## config.mk

```make
export PLATFORM = sky130hd
export DESIGN_NAME = debounced_move_sequencer_core
export DESIGN_NICKNAME = d
export VERILOG_FILES = /design/src/rtl/dms_pkg.sv /design/src/rtl/debounced_move_sequencer_core.sv /design/src/rtl/dms_step.sv
export SDC_FILE = /design/constraint.sdc
export NUM_CORES = 1
export LEC_CHECK = 0
export BUFFER_PORTS_ARGS = -buffer_cell sky130_fd_sc_hd__buf_2
export CELL_PAD_IN_SITES_DETAIL_PLACEMENT = 0
export CELL_PAD_IN_SITES_GLOBAL_PLACEMENT = 1
export CORE_MARGIN = 4
export CORE_UTILIZATION = 47
export DETAILED_ROUTE_END_ITERATION = 8
export PLACE_DENSITY = 0.78
export SLEW_MARGIN = 10
export SYNTH_ARGS = -nofsm -noshare
export SYNTH_HDL_FRONTEND = slang
export SYNTH_SLANG_ARGS = --single-unit
```

## constraint.sdc

```tcl
create_clock -name clk -period 9.29 [get_ports clk]
set_input_delay 1.858 -clock clk [delete_from_list [all_inputs] [get_ports clk]]
set_output_delay 1.858 -clock clk [all_outputs]
set_load 0.03 [all_outputs]
```

## src/rtl/dms_pkg.sv

```systemverilog
`timescale 1ns / 1ps
// ----------------------------------------------------------------------------
// Debounced move sequencer package
// Shared item types, register indexes, state and configuration records.
// ----------------------------------------------------------------------------
package dms_pkg;

	localparam int unsigned MAX_PENDING_DEFAULT = 255;
	localparam int unsigned CFG_INDEX_W         = 3;
	localparam int unsigned CFG_DATA_W          = 32;

	// Register indexes of the configuration port.
	localparam logic [CFG_INDEX_W-1:0] CFG_DEBOUNCE_TICKS    = 3'd0;
	localparam logic [CFG_INDEX_W-1:0] CFG_MOVE_GAP_TICKS    = 3'd1;
	localparam logic [CFG_INDEX_W-1:0] CFG_MOVES_PER_REQUEST = 3'd2;
	localparam logic [CFG_INDEX_W-1:0] CFG_STEP_DISTANCE     = 3'd3;
	localparam logic [CFG_INDEX_W-1:0] CFG_ARRIVE_TOLERANCE  = 3'd4;

	// Register reset values.
	localparam logic [15:0]        DEBOUNCE_TICKS_RST    = 16'd50;
	localparam logic [15:0]        MOVE_GAP_TICKS_RST    = 16'd500;
	localparam logic [3:0]         MOVES_PER_REQUEST_RST = 4'd3;
	localparam logic signed [31:0] STEP_DISTANCE_RST     = 32'sd153600;
	localparam logic [15:0]        ARRIVE_TOLERANCE_RST  = 16'd10;

	localparam logic [15:0] TICK_MAX = 16'hFFFF;

	typedef struct packed {
		logic              button_level;
		logic signed [31:0] actual_position;
	} in_item_t;

	typedef struct packed {
		logic               issue_target;
		logic signed [31:0] target_position;
		logic               arrived;
		logic               sequence_done;
		logic               busy_res;
		logic [3:0]         move_number;
		logic [7:0]         pending_requests;
		logic               toggle_seen;
		logic               stable_level;
	} out_item_t;

	typedef struct packed {
		logic [15:0]        debounce_ticks;
		logic [15:0]        move_gap_ticks;
		logic [3:0]         moves_per_request;
		logic signed [31:0] step_distance;
		logic [15:0]        arrive_tolerance;
	} cfg_t;

	typedef struct packed {
		logic               previous_raw;
		logic               accepted_level;
		logic [15:0]        ticks_since_change;
		logic [7:0]         request_count;
		logic               run_active;
		logic [3:0]         moves_done;
		logic               target_active;
		logic signed [31:0] target_value;
		logic [15:0]        ticks_since_move;
	} state_t;

endpackage

```

## src/rtl/debounced_move_sequencer_core.sv

```systemverilog
`timescale 1ns / 1ps
// ----------------------------------------------------------------------------
// Debounced move sequencer core
// Debounces a button, queues move requests and sequences relative moves.
// ----------------------------------------------------------------------------
// Usage:
// Each input item is one time tick: the raw button level and the motor's
// actual position. For every accepted item exactly one result item is
// produced, carrying target issue and arrival flags, the current target,
// run status, the pending request count and the debounced level.
// An item is accepted when in_valid is high and in_stall is low; a result
// is taken when out_valid is high and out_stall is low.
// The result of an item is in the output register on the cycle after
// acceptance. Throughput is one item per cycle when not stalled, set
// by the combinational update between state registers and the output
// register. in_stall rises only while a finished result is held and the
// receiver stalls; the held result and all state stay unchanged meanwhile.
// Reset clears the debouncer, queue and sequencer state (button released,
// nothing pending, no run) and loads the register reset values; the block
// takes items on the first cycle after reset. Configuration writes take
// effect on the next edge and are meant to happen while the block is idle.
// ----------------------------------------------------------------------------
module debounced_move_sequencer_core #(
	parameter int unsigned MAX_PENDING = dms_pkg::MAX_PENDING_DEFAULT
) (
	input  logic                                 clk,
	input  logic                                 arst_n,
	input  logic                                 in_valid,
	output logic                                 in_stall,
	input  dms_pkg::in_item_t                    in_item,
	output logic                                 out_valid,
	input  logic                                 out_stall,
	output dms_pkg::out_item_t                   out_item,
	input  logic                                 cfg_write,
	input  logic [dms_pkg::CFG_INDEX_W-1:0]      cfg_index,
	input  logic [dms_pkg::CFG_DATA_W-1:0]       cfg_data
);

	dms_pkg::cfg_t      cfg_q;
	dms_pkg::state_t    state_q;
	dms_pkg::state_t    state_nxt;
	dms_pkg::out_item_t res;
	dms_pkg::out_item_t out_item_q;
	logic               out_valid_q;
	logic               accept;

	// The input side only waits when the output register is full and stalled.
	assign in_stall  = out_valid_q && out_stall;
	assign accept    = in_valid && !in_stall;
	assign out_valid = out_valid_q;
	assign out_item  = out_item_q;

	// Configuration registers.
	always_ff @(posedge clk or negedge arst_n) begin
		if (!arst_n) begin
			cfg_q.debounce_ticks    <= dms_pkg::DEBOUNCE_TICKS_RST;
			cfg_q.move_gap_ticks    <= dms_pkg::MOVE_GAP_TICKS_RST;
			cfg_q.moves_per_request <= dms_pkg::MOVES_PER_REQUEST_RST;
			cfg_q.step_distance     <= dms_pkg::STEP_DISTANCE_RST;
			cfg_q.arrive_tolerance  <= dms_pkg::ARRIVE_TOLERANCE_RST;
		end else if (cfg_write) begin
			case (cfg_index)
				dms_pkg::CFG_DEBOUNCE_TICKS:    cfg_q.debounce_ticks    <= cfg_data[15:0];
				dms_pkg::CFG_MOVE_GAP_TICKS:    cfg_q.move_gap_ticks    <= cfg_data[15:0];
				dms_pkg::CFG_MOVES_PER_REQUEST: cfg_q.moves_per_request <= cfg_data[3:0];
				dms_pkg::CFG_STEP_DISTANCE:     cfg_q.step_distance     <= cfg_data[31:0];
				dms_pkg::CFG_ARRIVE_TOLERANCE:  cfg_q.arrive_tolerance  <= cfg_data[15:0];
				default: ;
			endcase
		end
	end

	dms_step #(
		.MAX_PENDING(MAX_PENDING)
	) u_step (
		.cur (state_q),
		.cfg (cfg_q),
		.item(in_item),
		.nxt (state_nxt),
		.res (res)
	);

	// Sequencer state advances once per accepted tick.
	always_ff @(posedge clk or negedge arst_n) begin
		if (!arst_n) begin
			state_q.previous_raw       <= 1'b1;
			state_q.accepted_level     <= 1'b1;
			state_q.ticks_since_change <= '0;
			state_q.request_count      <= '0;
			state_q.run_active         <= 1'b0;
			state_q.moves_done         <= '0;
			state_q.target_active      <= 1'b0;
			state_q.target_value       <= '0;
			state_q.ticks_since_move   <= '0;
		end else if (accept) begin
			state_q <= state_nxt;
		end
	end

	// Output register.
	always_ff @(posedge clk or negedge arst_n) begin
		if (!arst_n) begin
			out_valid_q <= 1'b0;
		end else if (accept) begin
			out_valid_q <= 1'b1;
		end else if (!out_stall) begin
			out_valid_q <= 1'b0;
		end
	end

	always_ff @(posedge clk) begin
		if (accept) begin
			out_item_q <= res;
		end
	end

	// A new target is only ever issued inside a run.
	a_issue_busy: assert property (@(posedge clk) disable iff (!arst_n)
		out_valid && out_item.issue_target |-> out_item.busy_res)
		else $error("target issued outside a move run");

	// A finished run neither stays busy nor issues a target on the same tick.
	a_done_idle: assert property (@(posedge clk) disable iff (!arst_n)
		out_valid && out_item.sequence_done |-> !out_item.busy_res && !out_item.issue_target)
		else $error("run finished while still busy or issuing");

	// Every accepted tick leaves a result in the output register.
	a_accept_result: assert property (@(posedge clk) disable iff (!arst_n)
		accept |=> out_valid)
		else $error("accepted tick produced no result");

	// An arrival and a new target never share a tick.
	a_arrive_issue: assert property (@(posedge clk) disable iff (!arst_n)
		out_valid |-> !(out_item.arrived && out_item.issue_target))
		else $error("arrival and target issue on the same tick");

endmodule

```

## src/rtl/dms_step.sv

```systemverilog
`timescale 1ns / 1ps
// ----------------------------------------------------------------------------
// Debounced move sequencer tick update
// Computes the next state and the result item of one tick.
// ----------------------------------------------------------------------------
module dms_step #(
	parameter int unsigned MAX_PENDING = dms_pkg::MAX_PENDING_DEFAULT
) (
	input  dms_pkg::state_t    cur,
	input  dms_pkg::cfg_t      cfg,
	input  dms_pkg::in_item_t  item,
	output dms_pkg::state_t    nxt,
	output dms_pkg::out_item_t res
);

	localparam int unsigned QUEUE_CAP_I = (MAX_PENDING < 255) ? MAX_PENDING : 255;
	localparam logic [7:0]  QUEUE_CAP   = 8'(QUEUE_CAP_I);

	logic        raw_changed;
	logic [15:0] tsc;
	logic        level_accept;
	logic [15:0] tsm;
	logic [31:0] pos_err;
	logic [31:0] err_mag;
	logic        in_tolerance;

	assign raw_changed = item.button_level != cur.previous_raw;
	assign tsc = raw_changed ? 16'd0 :
		((cur.ticks_since_change == dms_pkg::TICK_MAX) ? dms_pkg::TICK_MAX :
		cur.ticks_since_change + 16'd1);
	assign level_accept = (tsc > cfg.debounce_ticks) &&
		(item.button_level != cur.accepted_level);
	assign tsm = (cur.ticks_since_move == dms_pkg::TICK_MAX) ? dms_pkg::TICK_MAX :
		cur.ticks_since_move + 16'd1;

	// Position error modulo 2^32; the most negative value keeps magnitude 2^31.
	assign pos_err      = item.actual_position - cur.target_value;
	assign err_mag      = pos_err[31] ? (32'd0 - pos_err) : pos_err;
	assign in_tolerance = err_mag < {16'd0, cfg.arrive_tolerance};

	always_comb begin
		nxt = cur;
		res = '0;

		nxt.previous_raw       = item.button_level;
		nxt.ticks_since_change = tsc;
		nxt.ticks_since_move   = tsm;
		if (level_accept) begin
			nxt.accepted_level = item.button_level;
			res.toggle_seen    = 1'b1;
			if (cur.request_count < QUEUE_CAP) begin
				nxt.request_count = cur.request_count + 8'd1;
			end
		end

		if (!cur.run_active && (nxt.request_count != 8'd0)) begin
			nxt.moves_done    = 4'd0;
			nxt.run_active    = 1'b1;
			nxt.target_active = 1'b0;
			nxt.request_count = nxt.request_count - 8'd1;
		end

		if (nxt.run_active) begin
			if (nxt.moves_done < cfg.moves_per_request) begin
				if (!nxt.target_active) begin
					if (tsm >= cfg.move_gap_ticks) begin
						nxt.target_value  = item.actual_position + cfg.step_distance;
						nxt.target_active = 1'b1;
						res.issue_target  = 1'b1;
					end
				end else if (in_tolerance) begin
					res.arrived          = 1'b1;
					nxt.moves_done       = nxt.moves_done + 4'd1;
					nxt.target_active    = 1'b0;
					nxt.ticks_since_move = 16'd0;
				end
			end else begin
				nxt.run_active    = 1'b0;
				res.sequence_done = 1'b1;
			end
		end

		// On an arrival the target is still shown although it is retired.
		res.target_position = (nxt.target_active || res.arrived) ? nxt.target_value : '0;
		res.busy_res         = nxt.run_active;
		res.move_number      = nxt.moves_done;
		res.pending_requests = nxt.request_count;
		res.stable_level     = nxt.accepted_level;
	end

endmodule

```

==> run metrics, run 1 <==
status=completed; Cells after DPL=between 2000 and 2500; critical-path cell list=buf_2, ha_1, a21o_2, or2_1, o2111ai_2, a31oi_1, or4_4, nand2_1, mux2i_1, o21ai_0, ha_1, a21boi_0, o21a_1, o21a_1, o21a_1, o21a_1, o21ai_0, a211oi_1, a211oi_1, o211ai_1, nor4_4, nand4_2, or4_1, mux2_1; r2r startpoint=state_q[64]$_DFFE_PN0P_; FF-to-FF path depth=30; Reg area=about 5700 um^2; P_sw=2.15 mW; Hold Crit Class=flop to flop; multi-input combinational cell area=8660 um^2; CTS buffer count=27; clk_skew=21.0 ps; Final Cycle Share=88.1%; Logic pwr share=52.8%; setup bufs post-CTS=0; maxcap violations=0; Initial Util=around 48%; filler instances=between 2000 and 3000; vias in the first global route=11900; Area Overhead vs Synth=13.8%; EDFF count, synth=50; I/O pins=125; CTS tree=yes; hold endpoint=state_q[79]$_DFFE_PN1P_; grt ovf=0; Setup-failing EPs final=0; Post-CTS Hold Buffers=0; Non-Filler Instances=2170; CP delay by family, top=compound AO/OA/AOI/OAI gates; synthesized area=14900 um^2; Tightest Pin Transition=1040 ps; fin. max-slew vios=0; nets@finish=about 2000; Clock power frac=a little over a fifth; Pre-Repair DR Iteration Count=5; final wirelength=40000 um; dpl hpwl=between 30000 and 40000 um; synth warn=0; first-pass GRT wire length=~64000 um; Rel. slew slack=28.4%; Int Power=2.98 mW; WS Path Type=input pin to flop; most used cell, CP=o21a_1; Post-Syn Nets=1821; crit path time final=~8200 ps; critical path's largest stage delay=880 ps; hold path depth=2; Final ANT Viol Nets=0; Die W=~190 um; DRC errors left=0; CP max stage cell=mux2i_1; count of cell types in the netlist=89; core region area=31000 um^2; ys async rst share=between 70% and 80%; Rows=64; routed vias=12400; Buf+Inv Stages, Crit Path=1; Final TNS setup=0 ps; worst-path fanout max=14; initial DRC count=689; cts repair resizes=0; largest net degree at the start of global routing=between 50 and 60; # port buffers=124; CP endpoint kind=flop; peak supply drop=0.203 mV; Yosys top cell by area=dfrtp_1; final hold viol count=0; RSZ-0062 raised after global routing=no; Synth Instances=roughly 1600; Die ar.=between 30000 and 40000 um^2; static leakage=7.69 nW; sequential area share after synthesis=37.9%; sequential power share=26.3%; Die H=186 um; post-synthesis register bit count=between 200 and 250; Mean Syn Cell Area=9.16 um^2; FF-to-FF End=state_q[46]$_DFFE_PN0P_; FMAX=approximately 120 MHz; PD cells=302 nW/um^2; clock sink count=~220; Routability Congestion=0.877; Sw Ratio=approximately two fifths; Worst-Skew Late Latency=540 ps; Yosys top cell area share=24.5%; CP Launch Type=input pin; Critical Path RT=around 9600 ps; clock root cell=clkbuf_16; H-tree Lvls=1; Tot GR Track Use=a little under a quarter; initial antenna violation count=0; average via count per standard cell=5.69; hold_sp=state_q[79]$_DFFE_PN1P_; clk buf depth=3; Worst EP arrival=roughly 8500 ps; largest cells by area after synthesis=dfrtp_1, edfxtp_1, ha_1, mux2_2, nand2_1; r2r setup slk=approximately 1500 ps; ys flop type=dfrtp_1; drt wl/cell=18.4 um; layout cells sized above 1=around a fifth; Clock Pin Slew Worst Setup and Hold Paths=60 ps
==> flip-flops by register name (all words and copies together) (netlist names) <==
name and flops:
out_valid 1, state_q 80, cfg_q 84, out_item 50
==> worst max-delay path by stage <==
stage / start / to / cells after the start
6_report: in_item[4] / out_item[11]$_DFFE_PP_ / 24
5_1_grt: in_item[4] / out_item[11]$_DFFE_PP_ / 24
4_1_cts: in_item[4] / out_item[11]$_DFFE_PP_ / 24
3_5_place_dp: in_item[4] / out_item[11]$_DFFE_PP_ / 24
3_3_place_gp: in_item[4] / out_item[11]$_DFFE_PP_ / 24
2_1_floorplan: in_item[32] / out_item[25]$_SDFFCE_PN0P_ / 28
==> layout by cell type (no fill, tap or decap), types with 20 or more instances in the layout <==
cell type	synthesis	routed
mux2_2	83	83
inv_1	116	116
nand2_1	225	225
o21ai_0	143	142
clkbuf_16	0	27
edfxtp_1	50	50
buf_2	4	123
xnor2_1	63	63
o21a_1	22	22
buf_4	0	20
xor2_1	33	33
nand3_1	43	42
dfrtp_1	146	146
a21oi_1	80	80
ha_1	117	117
a21o_1	43	43
nor2_1	75	75
nor3_1	30	29
==> routing by layer <==
metal	vias up	global-route usage (%)	part of all wire [%]
li1	6094	-	-
met1	5907	32.7	48
met2	301	37.0	45
met3	56	2.66	4.6
met4	0	6.21	2.8
met5	-	0	0
==> area by class of cell <==
class	count	area share, %
Antenna cell	1	0.0147
Inverter	117	2.60
Clock inverter	15	0.914
Timing Repair Buffer	145	4.69
Tap cell	396	2.92
Clock buffer	35	4.51
Sequential cell	215	33.3
Multi-Input combinational cell	1246	51.0
==> power groups by stage <==
stage / clock network, mW / registers (mW) / logic, mW
finish: 1.07 / 1.35 / 2.71
global route: 1.14 / 1.37 / 3.07
CTS: 1.10 / 1.35 / 2.71
detailed placement: 0 / 1.36 / 2.68
global placement: 0 / 1.35 / 2.66
floorplan: 0 / 1.38 / 2.04
==> cells in the mapped netlist (all sizes together), types with 5 or more instances <==
cell	count
clkbuf	40
o211ai	14
o21a	22
o21bai	5
xnor2	63
a21oi	81
a21boi	6
a31oi	7
inv	117
or3	9
nand3	43
nand2	225
mux2i	9
nand2b	19
and2	9
nor4	20
nor3	30
or2	6
o21ai	150
mux2	85
edfxtp	50
ha	117
dfstp	19
nand4	21
a31o	5
nor2b	15
nand3b	6
dfrtp	146
a21o	44
a211oi	15
and4	7
and3	18
o31ai	6
xor2	33
nor2	78
buf	11
o22ai	8
==> logic make-up after synthesis <==
group / share of synthesized area, %
fa+ha+maj: 10.1
compound gates: 17.5
xor+xnor: 5.64
flops: 37.9
mux: 7.04
simple gates: 17.6
buf+inv: 4.27
==> metrics by stage <==
stage	worst slack [ps]	utilization [%]	instance area [um^2]	hold slack [ps]	power (mW)
after floorplan	1490	-	14900	446	3.42
after global placement	599	51.8	16100	454	4.01
after detailed placement	617	51.8	16100	460	4.05
after CTS	1160	54.8	17000	469	5.16
after global routing	625	54.8	17000	483	5.58
final	1100	54.8	17000	470	5.13
==> worst register-to-register path, delay by kind of cell, from the launching register on <==
kind                       cells  cell delay, ps
buffers and inverters          2             490
muxes                          1             110
xor gates and xnor gates       1             270
adders and majority gates      3             820
DFF                            1             420
AOI/OAI and AO/OA             10            2870
and+or+nand+nor               13            2690
(Power assumes the default switching activity.)
==> run 2, diff against run 1 <==
--- a/config.mk
+++ b/config.mk
@@ -5,6 +5,7 @@
 export SDC_FILE = /design/constraint.sdc
 export NUM_CORES = 1
 export LEC_CHECK = 0
+export ABC_AREA = 0
 export BUFFER_PORTS_ARGS = -buffer_cell sky130_fd_sc_hd__buf_2
 export CELL_PAD_IN_SITES_DETAIL_PLACEMENT = 0
 export CELL_PAD_IN_SITES_GLOBAL_PLACEMENT = 1
@@ -12,7 +13,8 @@
 export CORE_UTILIZATION = 47
 export DETAILED_ROUTE_END_ITERATION = 8
 export PLACE_DENSITY = 0.78
-export SLEW_MARGIN = 10
+export REMOVE_ABC_BUFFERS = 1
+export SLEW_MARGIN = 5
 export SYNTH_ARGS = -nofsm -noshare
 export SYNTH_HDL_FRONTEND = slang
 export SYNTH_SLANG_ARGS = --single-unit
==> run metrics, run 2 (same netlist as run 1, synthesis figures left out) <==
peak supply drop=0.223 mV (+9.7%); Worst EP arrival=8280 ps (-180 ps); Post-CTS Hold Buffers=0 (unchanged); setup bufs post-CTS=0 (unchanged); Final Cycle Share=86.0% (-2.1 points); Clock Pin Slew Worst Setup and Hold Paths=60 ps (about the same); I/O pins=125 (unchanged); Routability Congestion=0.869 (-0.97%); static leakage=7.62 nW (-0.85%); PD cells=301 nW/um^2 (-0.26%); status=completed; clk buf depth=3 (unchanged); Initial Util=48.1% (unchanged); Placed Area=16000 um^2 (about the same); maxcap violations=0 (unchanged); r2r setup slk=1690 ps (+160 ps); CP Launch Type=input pin; total chip power=5.08 mW (-0.82%); Hold Crit Class=flop to flop; Area Overhead vs Synth=13.1%; FF-to-FF path depth=30 (unchanged); CP max stage cell=or4_1; worst-path fanout max=8 (-6); Pre-Repair DR Iteration Count=7 (+2); core region area=31000 um^2 (unchanged); Worst Slack Setup Final=1300 ps (+192 ps); Tot GR Track Use=24.0% (+1.1 points); final wirelength=41500 um (+3.8%); FMAX=125 MHz (+2.4%); RSZ-0062 raised after global routing=no; final hold viol count=0 (unchanged); design area=16900 um^2 (-0.56%); dpl hpwl=31100 um (+2.6%); first-pass GRT wire length=66700 um (+4.6%); cts repair resizes=0 (unchanged); Die ar.=34700 um^2 (unchanged); FF-to-FF End=out_item[21]$_SDFFCE_PN0P_; H-tree Lvls=1 (unchanged); multi-input combinational cell area=8660 um^2 (unchanged); Reg area=5650 um^2 (unchanged); Final TNS setup=0 ps (unchanged); average via count per standard cell=5.72 (+0.37%); # port buffers=124 (unchanged); Worst-Skew Late Latency=540 ps (about the same); vias in the first global route=12200 (+1.9%); nets@finish=1943 (-0.051%); antenna cells=0 (-1); drt wl/cell=19.2 um (+3.9%); critical-path cell list=buf_2, ha_1, a21o_2, or2_1, o2111ai_2, a31oi_1, or4_4, nand2_1, mux2i_1, o21ai_0, ha_1, a21boi_0, o21a_1, o21a_1, o21a_1, o21a_1, o21ai_0, a211oi_1, a211oi_1, o211ai_1, nor4_4, nand4_2, or4_1, mux2_1; critical path's largest stage delay=720 ps (-160 ps); Die H=186 um (unchanged); r2r startpoint=state_q[64]$_DFFE_PN0P_; layout cells sized above 1=18.1% (-0.54 points); initial antenna violation count=0 (unchanged); Setup-failing EPs final=0 (unchanged); Final ANT Viol Nets=0 (unchanged); post-place setup slack=733 ps (+116 ps); grt ovf=0 (unchanged); CTS buffer count=26 (-3.7%); Rows=64 (unchanged); Die W=186 um (unchanged); initial DRC count=836 (+21%); largest net degree at the start of global routing=95 (+64%); Largest Register=cfg_q; WS Path Type=input pin to flop; hold_sp=state_q[79]$_DFFE_PN1P_; CP endpoint kind=flop; commonest non-fill, non-tap cell in the layout=nand2_1; DRC errors left=0 (unchanged); clock sink count=215 (unchanged); fin. max-slew vios=0 (unchanged); max reg flops=84 (unchanged); crit path to=out_item[11]$_DFFE_PP_; most used cell, CP=o21a_1; clk_skew=26.1 ps (+5.07 ps); routed vias=12400 (+0.23%); Critical Path RT=9580 ps (about the same); crit path time final=7990 ps (-192 ps); clock root cell=clkbuf_16; filler instances=2872 (+1.7%); crit path launch=in_item[4]; Rel. slew slack=22.1% (-6.3 points); CTS tree=yes; most frequent cells in the layout=nand2_1, dfrtp_1, o21ai_0; Tightest Pin Transition=1150 ps (+108 ps)
==> run 2: critical path, delay by kind of cell <==
family | cells | cell delay, ps
AO/OA/AOI/OAI | 13 | 2450
adder cells (fa/ha/maj) | 2 | 680
AND/OR/NAND/NOR | 6 | 2160
multiplexers | 2 | 1000
buffers and inverters | 1 | 110
==> run 2: area by class of cell <==
class | instances | share of cell area [%]
clock buffers | 44 | 4.68
flip-flops and latches | 215 | 33.5
clock inverters | 4 | 0.304
repair buffers | 145 | 4.65
multi-input cells | 1246 | 51.3
inverters | 117 | 2.62
well taps | 396 | 2.94
==> run 2: per-stage QoR <==
stage | util, % | std cells | hold WS [ps]
after CTS | 54.5 | 2167 | 477
after global placement | 51.8 | 2119 | 460
after floorplan | - | 1578 | 446
final | 54.5 | 2167 | 472
after global routing | 54.5 | 2167 | 501
after detailed placement | 51.8 | 2119 | 468
==> run 2: worst min path at each step <==
stage | end | cells past startpoint | slack (ps)
after floorplan | state_q[79]$_DFFE_PN1P_ | 2 | 450
after global placement | state_q[79]$_DFFE_PN1P_ | 2 | 460
after detailed placement | state_q[79]$_DFFE_PN1P_ | 2 | 470
after CTS | state_q[79]$_DFFE_PN1P_ | 2 | 480
after global routing | state_q[79]$_DFFE_PN1P_ | 2 | 500
final | state_q[79]$_DFFE_PN1P_ | 2 | 470
==> run 2: layer usage <==
metal	share of wire [%]	track usage [%]	wire length, um
met1	48	34.9	19700
met2	46	39.3	19000
met3	4.9	2.66	2040
met4	1.8	4.52	757
met5	0	0	0
==> run 2: where the power goes <==
| part | switching [mW] | internal, mW | total (mW) |
|---|---|---|---|
| sequential | 0.138 | 1.21 | 1.35 |
| combinational | 1.62 | 1.10 | 2.73 |
| clock | 0.402 | 0.603 | 1.01 |
==> run 3, diff against run 2 <==
--- a/config.mk
+++ b/config.mk
@@ -13,6 +13,7 @@
 export CORE_UTILIZATION = 47
 export DETAILED_ROUTE_END_ITERATION = 8
 export PLACE_DENSITY = 0.78
+export RECOVER_POWER = 25
 export REMOVE_ABC_BUFFERS = 1
 export SLEW_MARGIN = 5
 export SYNTH_ARGS = -nofsm -noshare
==> run metrics, run 3 (same netlist as run 1, synthesis figures left out) <==
status=complete, but fails checks; failing checks=capacitance limit, slew limit; Rel. slew slack=-271% (-290 points); clock sink count=215 (unchanged); average via count per standard cell=5.71 (-0.13%); I/O pins=125 (unchanged); setup bufs post-CTS=0 (unchanged); layout cells sized above 1=17.7% (-0.45 points); H-tree Lvls=1 (unchanged); core region area=31000 um^2 (unchanged); hold_sp=state_q[79]$_DFFE_PN1P_; largest net degree at the start of global routing=95 (unchanged); Clock Pin Slew Worst Setup and Hold Paths=60 ps (about the same); Pre-Repair DR Iteration Count=7 (unchanged); r2r startpoint=state_q[64]$_DFFE_PN0P_; Die W=186 um (unchanged); Final ANT Viol Nets=0 (unchanged); hold path depth=2 (unchanged); filler instances=2879 (+0.24%); peak supply drop=0.223 mV (about the same); Tightest Pin Transition=5560 ps (+4410 ps); RSZ-0062 raised after global routing=no; antenna cells=0 (unchanged); nets@finish=1943 (unchanged); Non-Filler Instances=2167 (unchanged); final hold viol count=0 (unchanged); design area=16800 um^2 (-0.21%); Routability Congestion=0.869 (unchanged); PD cells=302 nW/um^2 (+0.18%); Die ar.=34700 um^2 (unchanged); FMAX=125 MHz (-0.13%); Hold Crit Class=flop to flop; Worst-Skew Late Latency=540 ps (about the same); Critical Path RT=9580 ps (about the same); CP Launch Type=input pin; FF-to-FF path depth=30 (unchanged); Final TNS setup=0 ps (unchanged); grt ovf=0 (unchanged); final wirelength=41500 um (about the same); drt wl/cell=19.2 um (about the same); initial DRC count=864 (+3.3%); clock root cell=clkbuf_16; hold endpoint=state_q[79]$_DFFE_PN1P_; Rows=64 (unchanged); routed vias=12400 (-0.13%); initial antenna violation count=0 (unchanged); max reg flops=84 (unchanged); clk_skew=27.0 ps (+0.867 ps); Worst Slack Setup Final=1290 ps (-10.2 ps); Initial Util=48.1% (unchanged); most frequent cells in the layout=nand2_1, dfrtp_1, o21ai_0; Tot GR Track Use=24.0% (unchanged); CTS buffer count=26 (unchanged); Die H=186 um (unchanged); Largest Register=cfg_q; static leakage=7.60 nW (-0.34%); Worst EP arrival=8290 ps (about the same); first-pass GRT wire length=66700 um (unchanged); # port buffers=124 (unchanged); WS Path Type=input pin to flop; CTS tree=yes; crit path time final=8000 ps (+10.2 ps); maxcap violations=2 (+2); clk buf depth=3 (unchanged); commonest non-fill, non-tap cell in the layout=nand2_1; post-place setup slack=733 ps (unchanged); Setup-failing EPs final=0 (unchanged); r2r setup slk=1670 ps (-20 ps); Area Overhead vs Synth=12.9%; fin. max-slew vios=132 (+132); vias in the first global route=12200 (unchanged); Post-CTS Hold Buffers=0 (unchanged); Placed Area=16000 um^2 (unchanged); dpl hpwl=31100 um (unchanged); FF-to-FF End=out_item[21]$_SDFFCE_PN0P_; CP endpoint kind=flop; worst-path fanout max=8 (unchanged); DRC errors left=0 (unchanged); cts repair resizes=0 (unchanged); Cells after DPL=2119 (unchanged); Final Cycle Share=86.1% (+0.11 points)
## run 3: changes by cell type in the layout (fill, tap and decap cells not counted), sizes merged
| cell | delta |
|---|---|
| clkbuf | +6 |
| buf | -6 |
## run 3: worst max-delay path by stage
| stage | from | depth (start not counted) | endpoint | slack (ps) |
|---|---|---|---|---|
| after floorplan | in_item[32] | 18 | state_q[46]$_DFFE_PN0P_ | 850 |
| after global placement | in_item[4] | 24 | out_item[11]$_DFFE_PP_ | 820 |
| after detailed placement | in_item[4] | 24 | out_item[11]$_DFFE_PP_ | 730 |
| after CTS | in_item[4] | 24 | out_item[11]$_DFFE_PP_ | 1290 |
| after global routing | in_item[32] | 29 | out_item[47]$_SDFFCE_PN0P_ | 700 |
| final | in_item[4] | 24 | out_item[11]$_DFFE_PP_ | 1290 |
## run 3: stage by stage
step	power, mW	util, %	hold WS [ps]
3_5_place_dp	4.07	51.8	468
4_1_cts	5.10	54.5	477
3_3_place_gp	4.02	51.8	460
6_report	5.08	54.4	471
5_1_grt	5.51	54.4	501
2_1_floorplan	3.40	-	446
## run 3: critical path, stage by stage
cell	delay [ps]
buf_2	110
ha_1	380
a21o_2	270
or2_1	240
o2111ai_2	260
a31oi_1	220
or4_4	530
nand2_1	150
mux2i_1	640
o21ai_0	190
ha_1	300
a21boi_0	120
o21a_1	170
o21a_1	160
o21a_1	160
o21a_1	160
o21ai_0	170
a211oi_1	100
a211oi_1	290
o211ai_1	190
nor4_4	300
nand4_2	220
or4_1	720
mux2_1	360
## run 3: layout make-up
| type | instances | area (um^2) | area share [%] |
|---|---|---|---|
| Clock buffer | 44 | 790 | 4.69 |
| Clock inverter | 4 | 51.3 | 0.305 |
| Inverter | 117 | 442 | 2.62 |
| Multi-Input combinational cell | 1246 | 8650 | 51.4 |
| Sequential cell | 215 | 5650 | 33.6 |
| Tap cell | 396 | 495 | 2.94 |
| Timing Repair Buffer | 145 | 761 | 4.52 |
## run 3: layer usage
metal | up-vias | track usage [%] | part of all wire [%]
met2 | 284 | 39.3 | 46
li1 | 6085 | - | -
met4 | 0 | 4.52 | 1.8
met1 | 5963 | 34.9 | 48
met5 | - | 0 | 0
met3 | 39 | 2.66 | 4.7
## run 3: power by group
| group | switching [mW] | internal, mW | total, mW |
|---|---|---|---|
| registers | 0.138 | 1.21 | 1.35 |
| logic | 1.62 | 1.10 | 2.72 |
| clock network | 0.401 | 0.603 | 1.00 |
